<file path="src/rtl/vofd_mul.sv">
module vofd_mul (
  input  logic               clk,
  input  logic signed [31:0] a,
  input  logic signed [31:0] b,
  output logic signed [63:0] prod_r
);

  // shared signed multiplier, product registered
  always_ff @(posedge clk) begin
    prod_r <= a * b;
  end

endmodule

</file>
<file path="config.mk">
export PLATFORM = sky130hd
export DESIGN_NAME = vofd_mul
export DESIGN_NICKNAME = d
export VERILOG_FILES = /design/src/rtl/vofd_mul.sv
export SDC_FILE = /design/constraint.sdc
export NUM_CORES = 2
export LEC_CHECK = 0
export BUFFER_PORTS_ARGS = -buffer_cell sky130_fd_sc_hd__buf_2
export CAP_MARGIN = 40
export CORE_ASPECT_RATIO = 1.25
export CORE_UTILIZATION = 50
export CTS_BUF_LIST = sky130_fd_sc_hd__clkbuf_8 sky130_fd_sc_hd__clkbuf_16
export CTS_CLUSTER_DIAMETER = 100
export DETAILED_ROUTE_END_ITERATION = 8
export PLACE_DENSITY = 0.73
export SKIP_CTS_REPAIR_TIMING = 1
export SLEW_MARGIN = 20
export SYNTH_ARGS = -nofsm -noshare
export SYNTH_HDL_FRONTEND = slang
export SYNTH_SLANG_ARGS = --single-unit
</file>
<file path="constraint.sdc">
create_clock -name clk -period 8 [get_ports clk]
set_input_delay 0.8 -clock clk [delete_from_list [all_inputs] [get_ports clk]]
set_output_delay 0.8 -clock clk [all_outputs]
set_load 0.03 [all_outputs]
</file>
==> results.md <==
* Tot GR Track Use at 0.276
* Seq cells post-synth at between 60 and 70
* Grt ovf at 0
* Iteration-0 DRC Markers at ~1.5k
* Max_cap viols at 0
* Syn avg cell area at around 9.6 um^2
* Post-Syn Nets at about 5.2k
* CP startpoint kind: input pin
* Port bufs at 128
* Chip height at between 300 and 400 um
* Hold Path Origin: a[0]
* Slew margin rel. at 0.604
* Met2 Usage GRT at 0.498
* DRC at 0
* Initial core utilization at 0.507
* Placed instance area at approximately 0.042 mm^2
* Critical Path AT at ~8.1 ns
* Largest net degree at the start of global routing at 33
* Ys async rst share at 0
* EDFF count, synth at 0
* Worst Hold Slack at roughly 0.96 ns
* Syn Std Cell Area at approximately 0.037 mm^2
* Synth cell types at between 60 and 70
* Most Crowded Layer GR: met2
* Max FO, Critical Path at 10
* CTS max path bufs at 2
* Drt via density at 5.19
* Worst hold path class: input pin to flip-flop
* FP Rows at 111
* Die Area at about 0.076 mm^2
* Post-route minimum period at 7.77 ns
* Hold EP: prod_r[0]
* FMAX at about 130 MHz
* Seq/Total Area, Yosys at 0.0344
* Die W at between 200 and 250 um
* H-Tree Level Count at 3
* Fillers at slightly above 6k
* Largest Register: prod_r
* Drt first pass iters at 5
* CTS tree: built
* CP Capture Type: flip-flop
* Ports at about 130
* Layout cells sized above 1 at 0.143
* Nets@finish at between 5k and 6k
* Status: finished clean
* Clock sinks at 64
* Fin area at between 0.04 and 0.05 mm^2
* GR met3 Demand/Resource at 0.0311
* Dpl hpwl at 86.6 mm
* Initial antenna violation count at 5
* Fin. max-slew vios at 0
* Most frequent cells in the layout: 1078 x fa_1, 952 x inv_1, 516 x and2_1, 511 x nand2_1, 402 x buf_4
* Crit share post-route at 0.971
* Routed Antenna Nets at 0
* First-pass GRT wire length at between 150 and 200 mm
* Crit Path Class: input pin to flip-flop
* Vias in the first global route at a little over 30k
* Max reg flops at 64
* Root Buffer: clkbuf_16
* Syn Inst Count at a little under 4k
* Final Hold Violating Endpoints at 0
* Post-synth top area share at 0.582
* Total wire length at approximately 97 mm
* Commonest non-fill, non-tap cell in the layout: fa_1
* Area growth syn-to-layout at 13.6%
* Worst Tran Pin Value at a little under 0.6 ns
* CTS clk-pin slew, worst paths at 0.06 ns
* Multi-input gate area at between 0.03 and 0.04 mm^2
* Vias post-DR at ~27k
* Final Core Density at 0.576
* CTS buffer count at 9
* Ys Warns at 0
* CP Data Required Time at 8.29 ns
* Largest cells by area after synthesis: fa_1 58%, inv_1 9.6%, and2_1 8.7%
* Cell taking the most area after synthesis: fa_1
* Core ar. at roughly 0.073 mm^2
* Sequential Area at ~0.0013 mm^2
* Met1 Use GR at 0.310
* Final Setup Violations at 0
* Biggest regs: prod_r (64)
* Hold Path Cell Cnt at 3
* Synth Flop Type: dfxtp_1
* Drt wl/cell at ~19 um
* Routability cong. at 0.923
## synth_stat cells (all sizes together), types with 8 or more instances
cell type  instances
a211oi             8
a21o              25
a21oi             68
a31oi             13
and2             516
and3               9
clkbuf           195
dfxtp             64
fa              1082
ha               184
inv              952
nand2            511
nand2b             9
nand3             15
nor2              42
o21ai             31
o21bai            15
xnor2             53
xor2              22
## worst max-delay path, stage by stage
cell	delay, ns
clkbuf_4	0.24
buf_4	0.16
nand2_1	0.10
buf_4	0.17
inv_1	0.07
fa_1	0.45
fa_1	0.56
inv_1	0.06
fa_1	0.53
fa_1	0.52
inv_1	0.05
fa_1	0.58
fa_1	0.44
fa_1	0.49
inv_1	0.06
fa_1	0.49
inv_1	0.05
ha_1	0.28
buf_4	0.13
nand2_1	0.07
nor2_1	0.16
buf_4	0.14
nand3_1	0.11
or3_2	0.50
o21ai_4	0.20
a221o_1	0.35
a31oi_1	0.15
xnor2_1	0.14
## stage by stage
| step | setup slack [ns] | setup TNS, ns | std cells |
|---|---|---|---|
| 4_1_cts | -0.259 | -0.259 | 5216 |
| 3_3_place_gp | -0.614 | -4.28 | 5201 |
| 2_1_floorplan | 0.0533 | 0 | 3884 |
| 3_5_place_dp | -0.669 | -5.14 | 5201 |
| 5_1_grt | -0.0230 | -0.0303 | 5217 |
| 6_report | 0.234 | 0 | 5218 |
## worst max path at each step
stage / slack (ns) / start / to / cells past startpoint
2_1_floorplan: 0.05 / b[2] / prod_r[62] / 24
3_3_place_gp: -0.61 / b[2] / prod_r[60] / 29
3_5_place_dp: -0.67 / b[2] / prod_r[60] / 29
4_1_cts: -0.26 / b[2] / prod_r[60] / 29
5_1_grt: -0.02 / b[12] / prod_r[62] / 30
6_report: 0.23 / a[31] / prod_r[61] / 28
## logic make-up (layout without fill, tap and decap cells)
kind of cell / count (synthesis) / count (layout) / share of synthesized area
adder cells (fa/ha/maj): 1266 / 1266 / 0.643
XOR/XNOR: 75 / 75 / 0.0176
AND/OR/NAND/NOR: 1134 / 1134 / 0.154
flip-flops: 64 / 64 / 0.0344
buffers and inverters: 1152 / 1524 / 0.116
AO/OA/AOI/OAI: 193 / 193 / 0.0346
other: 0 / 2 / 0
## per-layer routing
| metal | routed length, um | vias to the layer above |
|---|---|---|
| met2 | 52100 | 843 |
| li1 | - | 11800 |
| met3 | 4210 | 320 |
| met1 | 33600 | 14100 |
| met4 | 6880 | 8 |
| met5 | 57 | - |
## cell type report
| class | instances | area share |
|---|---|---|
| diodes | 2 | 0.000118 |
| clock buffers | 9 | 0.00532 |
| clock inverters | 6 | 0.000917 |
| inverters | 952 | 0.0844 |
| multi-input cells | 2668 | 0.749 |
| flip-flops and latches | 64 | 0.0303 |
| well taps | 960 | 0.0284 |
| repair buffers | 557 | 0.101 |
Power is not shown: default switching activity piles up to over one toggle a cycle in this logic, so the estimate is an artifact.
