--- src/rtl/vofd_pkg.sv ---
package vofd_pkg;

  // block dimensions
  localparam int CHANNELS = 4;
  localparam int HISTORY  = 256;

  localparam int CH_W   = (CHANNELS > 1) ? $clog2(CHANNELS) : 1;
  localparam int HIST_W = $clog2(HISTORY);
  localparam int LEN_W  = $clog2(HISTORY + 1);

  // field widths
  localparam int SAMPLE_W = 32;
  localparam int ORDER_W  = 16;
  localparam int PERIOD_W = 24;
  localparam int HLEN_W   = 9;
  localparam int CFG_W    = 32;
  localparam int IN_W     = CHANNELS * (SAMPLE_W + ORDER_W);
  localparam int OUT_W    = CHANNELS * SAMPLE_W;

  // configuration register indexes
  localparam int CFG_IDX_W       = $clog2(2 + CHANNELS);
  localparam int REG_LOG2_PERIOD = 0;
  localparam int REG_HIST_LEN    = 1;
  localparam int REG_INIT_BASE   = 2;

  // weight recursion numerator and divider sizing
  localparam int NUM_W     = $clog2(HISTORY * 4096 + 32768) + 1;
  localparam int DIVD_W    = NUM_W + 18;
  localparam int DIV_DIGIT = 4;
  localparam int DIV_STEPS = (DIVD_W + DIV_DIGIT - 1) / DIV_DIGIT;
  localparam int DIVP_W    = DIV_STEPS * DIV_DIGIT;
  localparam int DIV_CNT_W = (DIV_STEPS > 1) ? $clog2(DIV_STEPS) : 1;

  // accumulator width: scaled sample plus one product term per history step
  localparam int ACC_W = 50 + HIST_W;

  localparam logic signed [47:0] DMAX48 = 48'sh7FFF_FFFF_FFFF;
  localparam logic signed [63:0] DMAX64 = 64'sh0000_7FFF_FFFF_FFFF;
  localparam logic signed [31:0] W_ONE  = 32'sh0010_0000;

  // integer square root, used only at elaboration
  function automatic logic [63:0] isqrt64(input logic [63:0] x);
    logic [63:0] v;
    logic [63:0] r;
    logic [63:0] b;
    logic [63:0] t;
    v = x;
    r = '0;
    b = 64'h4000_0000_0000_0000;
    for (int i = 0; i < 32; i++) begin
      t = r + b;
      if (v >= t) begin
        v = v - t;
        r = (r >> 1) + b;
      end else begin
        r = r >> 1;
      end
      b = b >> 2;
    end
    return r;
  endfunction

  // 2^(2^-k) in Q30
  function automatic logic [31:0] exp_rom_val(input int k);
    logic [63:0] r;
    r = isqrt64(64'd1 << 61);
    for (int i = 2; i <= k; i++) begin
      r = isqrt64({r[33:0], 30'd0});
    end
    return r[31:0];
  endfunction

  localparam logic [31:0] EXP_ROM [16] = '{
    exp_rom_val(1),  exp_rom_val(2),  exp_rom_val(3),  exp_rom_val(4),
    exp_rom_val(5),  exp_rom_val(6),  exp_rom_val(7),  exp_rom_val(8),
    exp_rom_val(9),  exp_rom_val(10), exp_rom_val(11), exp_rom_val(12),
    exp_rom_val(13), exp_rom_val(14), exp_rom_val(15), exp_rom_val(16)
  };

  // divider request and response
  typedef struct packed {
    logic              start;
    logic [DIVD_W-1:0] dividend;
    logic [HIST_W-1:0] divisor;
  } div_req_t;

  typedef struct packed {
    logic              done;
    logic [DIVP_W-1:0] quot;
  } div_rsp_t;

endpackage

--- src/rtl/vofd_div.sv ---
module vofd_div (
  input  logic               clk,
  input  logic               rst_n,
  input  vofd_pkg::div_req_t req,
  output vofd_pkg::div_rsp_t rsp
);

  logic                               busy_r;
  logic                               done_r;
  logic [vofd_pkg::DIV_CNT_W-1:0]     cnt_r;
  logic [vofd_pkg::DIVP_W-1:0]        dvd_r;
  logic [vofd_pkg::DIVP_W-1:0]        quot_r;
  logic [vofd_pkg::HIST_W-1:0]        dsr_r;
  logic [vofd_pkg::HIST_W-1:0]        rem_r;
  logic [vofd_pkg::DIVP_W-1:0]        dvd_nxt;
  logic [vofd_pkg::DIVP_W-1:0]        quot_nxt;
  logic [vofd_pkg::HIST_W-1:0]        rem_nxt;

  // restoring division, one digit of DIV_DIGIT bits per cycle
  always_comb begin
    logic [vofd_pkg::HIST_W:0] r2;
    logic [vofd_pkg::HIST_W-1:0] r;
    logic [vofd_pkg::DIVP_W-1:0] d;
    logic [vofd_pkg::DIVP_W-1:0] q;
    r = rem_r;
    d = dvd_r;
    q = quot_r;
    for (int i = 0; i < vofd_pkg::DIV_DIGIT; i++) begin
      r2 = {r, d[vofd_pkg::DIVP_W-1]};
      d  = {d[vofd_pkg::DIVP_W-2:0], 1'b0};
      if (r2 >= {1'b0, dsr_r}) begin
        r2 = r2 - {1'b0, dsr_r};
        q  = {q[vofd_pkg::DIVP_W-2:0], 1'b1};
      end else begin
        q  = {q[vofd_pkg::DIVP_W-2:0], 1'b0};
      end
      r = r2[vofd_pkg::HIST_W-1:0];
    end
    rem_nxt  = r;
    dvd_nxt  = d;
    quot_nxt = q;
  end

  // control
  always_ff @(posedge clk) begin
    if (!rst_n) begin
      busy_r <= 1'b0;
      done_r <= 1'b0;
    end else begin
      done_r <= 1'b0;
      if (req.start) begin
        busy_r <= 1'b1;
        cnt_r  <= vofd_pkg::DIV_CNT_W'(vofd_pkg::DIV_STEPS - 1);
        dvd_r  <= vofd_pkg::DIVP_W'(req.dividend);
        dsr_r  <= req.divisor;
        rem_r  <= '0;
        quot_r <= '0;
      end else if (busy_r) begin
        dvd_r  <= dvd_nxt;
        rem_r  <= rem_nxt;
        quot_r <= quot_nxt;
        if (cnt_r == '0) begin
          busy_r <= 1'b0;
          done_r <= 1'b1;
        end else begin
          cnt_r <= cnt_r - 1'b1;
        end
      end
    end
  end

  assign rsp.done = done_r;
  assign rsp.quot = quot_r;

endmodule

--- config.mk ---
export PLATFORM = sky130hd
export DESIGN_NAME = vofd_div
export DESIGN_NICKNAME = d
export VERILOG_FILES = /design/src/rtl/vofd_pkg.sv /design/src/rtl/vofd_div.sv
export SDC_FILE = /design/constraint.sdc
export NUM_CORES = 1
export LEC_CHECK = 0
export BUFFER_PORTS_ARGS = -buffer_cell sky130_fd_sc_hd__clkbuf_2
export CORE_MARGIN = 5
export CORE_UTILIZATION = 53
export CTS_CLUSTER_DIAMETER = 150
export CTS_CLUSTER_SIZE = 30
export DETAILED_ROUTE_END_ITERATION = 10
export PLACE_DENSITY = 0.74
export SYNTH_ARGS = -nofsm -noshare
export SYNTH_HDL_FRONTEND = slang
export SYNTH_SLANG_ARGS = --single-unit
--- constraint.sdc ---
create_clock -name clk -period 11.04 [get_ports clk]
set_input_delay 1.104 -clock clk [delete_from_list [all_inputs] [get_ports clk]]
set_output_delay 1.104 -clock clk [all_outputs]
set_load 0.005 [all_outputs]
==> results.ini, run 1 <==
[timing]
rsz0062_at_grt = no
fin_crit_sh_pct = 85.7
finalSetupViolations = 0
finalHoldViolCount = 0
setup-tns-final_ns = 0
setup_ws_ns = 1.58
finClkSkew_ns = 0.00702
timing.hold.ws_ns = 0.477
tightest_slew_ns = 1.09
slew_headroom_pct = 27.4
clock.fmax_mhz = 106
drv_slew = 0
period_needed_ns = 9.46

[synth]
synth_most_common_cell = edfxtp_1
seq_area_frac_synth_pct = 50.3
yosys_warnings = 0
ys_ff_latch = 102
synth_area_um2 = 6050
syn_inst = 490
synth-edff-count = 100
syn_area_per_cell_um2 = 12.4
yosysTopAreaCellShare_pct = 49.6
yosys.cell_types.count = 57
yosys-top-cells-count = edfxtp_1 (100), mux2_2 (50), nor2b_1 (43)
syn-num-nets = 578
postSynth.asyncResetShare_pct = 0
synth.area.top_cells = edfxtp_1 (50%), mux2_2 (9.3%), ha_1 (6.8%), buf_4 (4.6%), nor2b_1 (4.4%)
synth-main-ff-cell = edfxtp_1
yosys.area.top_type = edfxtp_1

[drt]
wire_per_inst_um = 17.6
drtAntennaViolNets = 0
vias = 3824
vias_per_cell = 5.55
drc_errors = 0
wirelength_um = 12100
drtPass1Iterations = 4
dr.first_iter.drc_count = 295

[hold_path]
hold_path.class = reg2reg
min_to = done_r$_SDFF_PP0_
hp-start = busy_r$_SDFF_PN0_
whs_path_depth = 2

[setup_path]
required_ns = 11.10
ff2ff_path_depth = 34
crit_slowest_cell = a21oi_1
path_max_fanout = 11
reg2reg_to = rem_r[3]$_SDFFCE_PP0P_
ff2ff_setup_slack_ns = 1.58
slowest_delay_ns = 0.60
critPathCaptureType = register
critPathLaunchType = register
regToRegStartpoint = dsr_r[1]$_DFFE_PP_
criticalPathCategory = reg2reg
crit_arrival_ns = 9.52

[die]
start_util_pct = 53.5
row_count = 39
die_h_um = 117
io_pins = 92
dieArea_um2 = 13700
fp.coreArea_um2 = 11300
die_w_um = 117

[finish]
drive_above_1_share_pct = 31.1
area_delta_synth_final_pct = 9.88
n_antenna_cell = 0
fillers = 939
utilization_pct = 58.8
finalNetCount = 629

[cts]
cts_tree = done
htree_num_levels = 3
clk_latency_ns = 0.34
cts.clk_slew.worst_paths_ns = 0.07
clock-root-buffer = clkbuf_16
post-cts-setup-buffer-count = 0
ctsResizeCount = 0
cts_buffer_depth = 2
cts_made_buffers = 9
cts_sinks = 102
hold_buffers = 0

[global_route]
overflow = 0
antenna_found_initial = 0
grt_pass1_vias = 3854
grt_pass1_wl_um = 18900
gr-usage-all-layers_pct = 18.1
grt_start_max_net_pins = 102

[run]
drv_cap = 0

[place]
preCtsSetupSlack_ns = 1.73
gp_congestion = 0.929
port_buffers = 91
hpwl_um = 8900

[run_status]
status = complete, no violations

## logic make-up (layout without fill, tap and decap cells)
kind of cell / after synthesis / in the layout / share of synthesized area [%]
buffers and inverters: 79 / 135 / 7.38
AOI/OAI and AO/OA: 80 / 80 / 10.1
xor gates and xnor gates: 17 / 17 / 2.46
and+or+nand+nor: 120 / 120 / 11.3
DFF: 102 / 102 / 50.3
muxes: 55 / 55 / 10.3
adders and majority gates: 37 / 37 / 8.14
## critical path, delay by kind of cell, from the launching register on
kind / cells / cell delay, ns
muxes: 3 / 0.93
and+or+nand+nor: 6 / 1.20
adders and majority gates: 4 / 1.15
AOI/OAI and AO/OA: 18 / 4.98
DFF: 1 / 0.47
buffers and inverters: 3 / 0.46
## worst max path at each step
stage	start	to	slack (ns)	cells past startpoint
detailed placement	dsr_r[1]$_DFFE_PP_	rem_r[3]$_SDFFCE_PP0P_	1.73	34
global placement	dsr_r[1]$_DFFE_PP_	rem_r[3]$_SDFFCE_PP0P_	2.04	34
global route	dsr_r[1]$_DFFE_PP_	rem_r[3]$_SDFFCE_PP0P_	0.94	34
floorplan	dsr_r[1]$_DFFE_PP_	rem_r[1]$_SDFFCE_PP0P_	3.26	35
finish	dsr_r[1]$_DFFE_PP_	rem_r[3]$_SDFFCE_PP0P_	1.58	34
CTS	dsr_r[1]$_DFFE_PP_	rem_r[3]$_SDFFCE_PP0P_	1.68	34
## state kept, by name (all words and copies together), names as in the netlist
signal	cells
dsr_r	8
busy_r	1
rem_r	8
dvd_r	40
done_r	1
cnt_r	4
quot_r	40
## area by class of cell
class	count	area (um^2)	area share, %
inverters	27	101	1.52
flip-flops and latches	102	3040	45.7
clock buffers	11	233	3.50
multi-input cells	309	2570	38.7
clock inverters	5	58.8	0.884
repair buffers	92	465	7.00
well taps	143	179	2.69
## routing by layer
metal | part of all wire (%) | track usage, % | vias to the layer above
met2 | 51 | 31.3 | 113
met5 | 0 | 0 | -
met1 | 41 | 21.6 | 1825
met4 | 2.2 | 6.57 | 0
li1 | - | - | 1866
met3 | 5.7 | 4.94 | 20
## placed cells by master (no fill, tap or decap), types with 3 or more instances in the layout
| master | netlist | final |
|---|---|---|
| edfxtp_1 | 100 | 100 |
| mux2i_1 | 4 | 4 |
| o31a_1 | 4 | 4 |
| and2_1 | 6 | 6 |
| clkbuf_16 | 0 | 9 |
| a21oi_1 | 15 | 15 |
| a21o_1 | 7 | 7 |
| nand2_1 | 11 | 11 |
| o21ai_0 | 13 | 13 |
| a211oi_1 | 3 | 3 |
| nor2b_1 | 43 | 43 |
| a31oi_1 | 3 | 3 |
| nor3_1 | 7 | 7 |
| nand4b_1 | 6 | 6 |
| xor2_1 | 4 | 4 |
| fa_1 | 4 | 4 |
| nand2b_1 | 5 | 5 |
| o31ai_2 | 5 | 5 |
| nand3_1 | 6 | 6 |
| nand4_1 | 6 | 6 |
| ha_1 | 33 | 33 |
| mux2_2 | 50 | 50 |
| inv_1 | 27 | 27 |
| nor2_1 | 20 | 20 |
| xnor2_1 | 13 | 13 |
| clkbuf_2 | 0 | 90 |
| o21a_1 | 10 | 9 |
## through the flow
step / cells / cell area, um^2
floorplan: 490 / 6050
global placement: 673 / 6360
detailed placement: 673 / 6360
CTS: 689 / 6650
global route: 689 / 6650
finish: 689 / 6650
Power of run 1 is not shown: default switching activity piles up to over one toggle a cycle in this logic, so the estimate is an artifact.
==> run 2, diff against run 1 <==
- CORE_UTILIZATION: 53 -> 40
- PLACE_DENSITY: 0.74 -> 0.59
==> run 2 against run 1 <==
Global-route usage down 4.3 points. Setup slack worse by 0.00091 ns. Non-clock buffer count up 1. Critical path depth unchanged. Count of clock-buffer cells in the layout down 2. Critical path type unchanged.
==> results.ini, run 2 (same netlist as run 1, synthesis figures left out) <==
[finish]
reg_top3 = dvd_r x40, quot_r x40
final_cell_mix = edfxtp_1 (100), clkbuf_2 (90), mux2_2 (50)
utilization_pct = 44.7  ; -14 points
n_antenna_cell = 0  ; unchanged
drive_above_1_share_pct = 31.4  ; +0.31 points
final_area_um2 = 6720  ; +1.0%
fillers = 1368  ; +46%
seq_area_um2 = 3040  ; unchanged
multi_input_area_um2 = 2570  ; unchanged
stdcell_count = 735  ; +6.7%
area_delta_synth_final_pct = 11.0
finalNetCount = 630  ; +0.16%
mostFrequentLayoutCell = edfxtp_1

[place]
place_inst = 719  ; +6.8%
gp_congestion = 0.906  ; -2.5%
dpl_cell_area_um2 = 6420  ; +1.0%
hpwl_um = 8820  ; -0.84%
port_buffers = 91  ; unchanged

[cts]
clock-root-buffer = clkbuf_16
ctsResizeCount = 0  ; unchanged
cts_made_buffers = 9  ; unchanged
htree_num_levels = 3  ; unchanged
clk_latency_ns = 0.34  ; about the same
cts_sinks = 102  ; unchanged
post-cts-setup-buffer-count = 0  ; unchanged
cts_buffer_depth = 2  ; unchanged
hold_buffers = 0  ; unchanged
cts.clk_slew.worst_paths_ns = 0.07  ; about the same
cts_tree = done

[global_route]
overflow = 0  ; unchanged
grt_start_max_net_pins = 90  ; -12%
grt_pass1_wl_um = 19200  ; +1.7%
antenna_found_initial = 0  ; unchanged
grt_pass1_vias = 3814  ; -1.0%
gr-usage-all-layers_pct = 13.8  ; -4.3 points

[setup_path]
criticalPathCategory = reg2reg
critPathLaunchType = register
slowest_delay_ns = 0.57  ; -0.03 ns
crit_buf_inv = 3  ; unchanged
required_ns = 11.10  ; about the same
crit_arrival_ns = 9.53  ; about the same
critPathCaptureType = register
crit_slowest_cell = a21oi_1
critPathTopFamily = compound AO/OA/AOI/OAI gates
path_max_fanout = 11  ; unchanged

[drt]
drtPass1Iterations = 4  ; unchanged
drtAntennaViolNets = 0  ; unchanged
wirelength_um = 11900  ; -1.6%
wire_per_inst_um = 16.2  ; -7.7%
met2_wirelength_um = 5860  ; -4.9%
wl_met3_um = 591  ; -14%
drc_errors = 0  ; unchanged
dr.first_iter.drc_count = 217  ; -26%
vias = 3760  ; -1.7%
met1_length_um = 5200  ; +3.9%
highest_layer = met4
vias_per_cell = 5.12  ; -7.8%

[die]
dieArea_um2 = 17700  ; +30%
io_pins = 92  ; unchanged
die_h_um = 133  ; +14%
die_w_um = 133  ; +14%
start_util_pct = 40.3  ; -13 points
fp.coreArea_um2 = 15000  ; +33%
row_count = 45  ; +15%

[run]
drv_cap = 0  ; unchanged

[timing]
drv_slew = 0  ; unchanged
clock.fmax_mhz = 106  ; about the same
rsz0062_at_grt = no
finalSetupViolations = 0  ; unchanged
tightest_slew_ns = 1.03  ; -0.0562 ns
period_needed_ns = 9.46  ; +0.000910 ns
setup-tns-final_ns = 0  ; unchanged
finClkSkew_ns = 0.00583  ; -0.00119 ns
finalHoldViolCount = 0  ; unchanged
fin_crit_sh_pct = 85.7  ; about the same
slew_headroom_pct = 31.2  ; +3.7 points

[hold_path]
hold_path.class = reg2reg

[run_status]
status = complete, no violations

[run 2: tightest hold or removal path, stage by stage (launching register included)]
cell	delay, ns
dfxtp_1	0.33
nand2_1	0.06
nor3_1	0.04
[run 2: final cells by class]
class / instances / area share [%]
flip-flops and latches: 102 / 45.3
multi-input cells: 309 / 38.3
repair buffers: 93 / 7.04
well taps: 188 / 3.50
clock buffers: 9 / 3.35
inverters: 27 / 1.51
clock inverters: 7 / 1.06
[run 2: per-stage QoR]
stage | setup WS (ns) | hold slack, ns
after CTS | 1.59 | 0.470
final | 1.58 | 0.465
after floorplan | 3.26 | 0.415
after global routing | 0.763 | 0.502
after global placement | 1.95 | 0.436
after detailed placement | 1.62 | 0.457
[run 2: path summary, 6_finish.rpt]
kind	start	end	slack, ns	depth (start not counted)
max reg2reg	dsr_r[1]$_DFFE_PP_	rem_r[3]$_SDFFCE_PP0P_	1.58	34
min	busy_r$_SDFF_PN0_	done_r$_SDFF_PP0_	0.46	2
max	dsr_r[1]$_DFFE_PP_	rem_r[3]$_SDFFCE_PP0P_	1.58	34
min reg2reg	busy_r$_SDFF_PN0_	done_r$_SDFF_PP0_	0.46	2
[run 2: routing by layer]
layer / track usage (%) / vias up
li1: - / 1864
met1: 17.1 / 1784
met2: 22.9 / 90
met3: 3.50 / 22
met4: 5.60 / 0
met5: 0 / -
Power of run 2 is left out for the same reason.
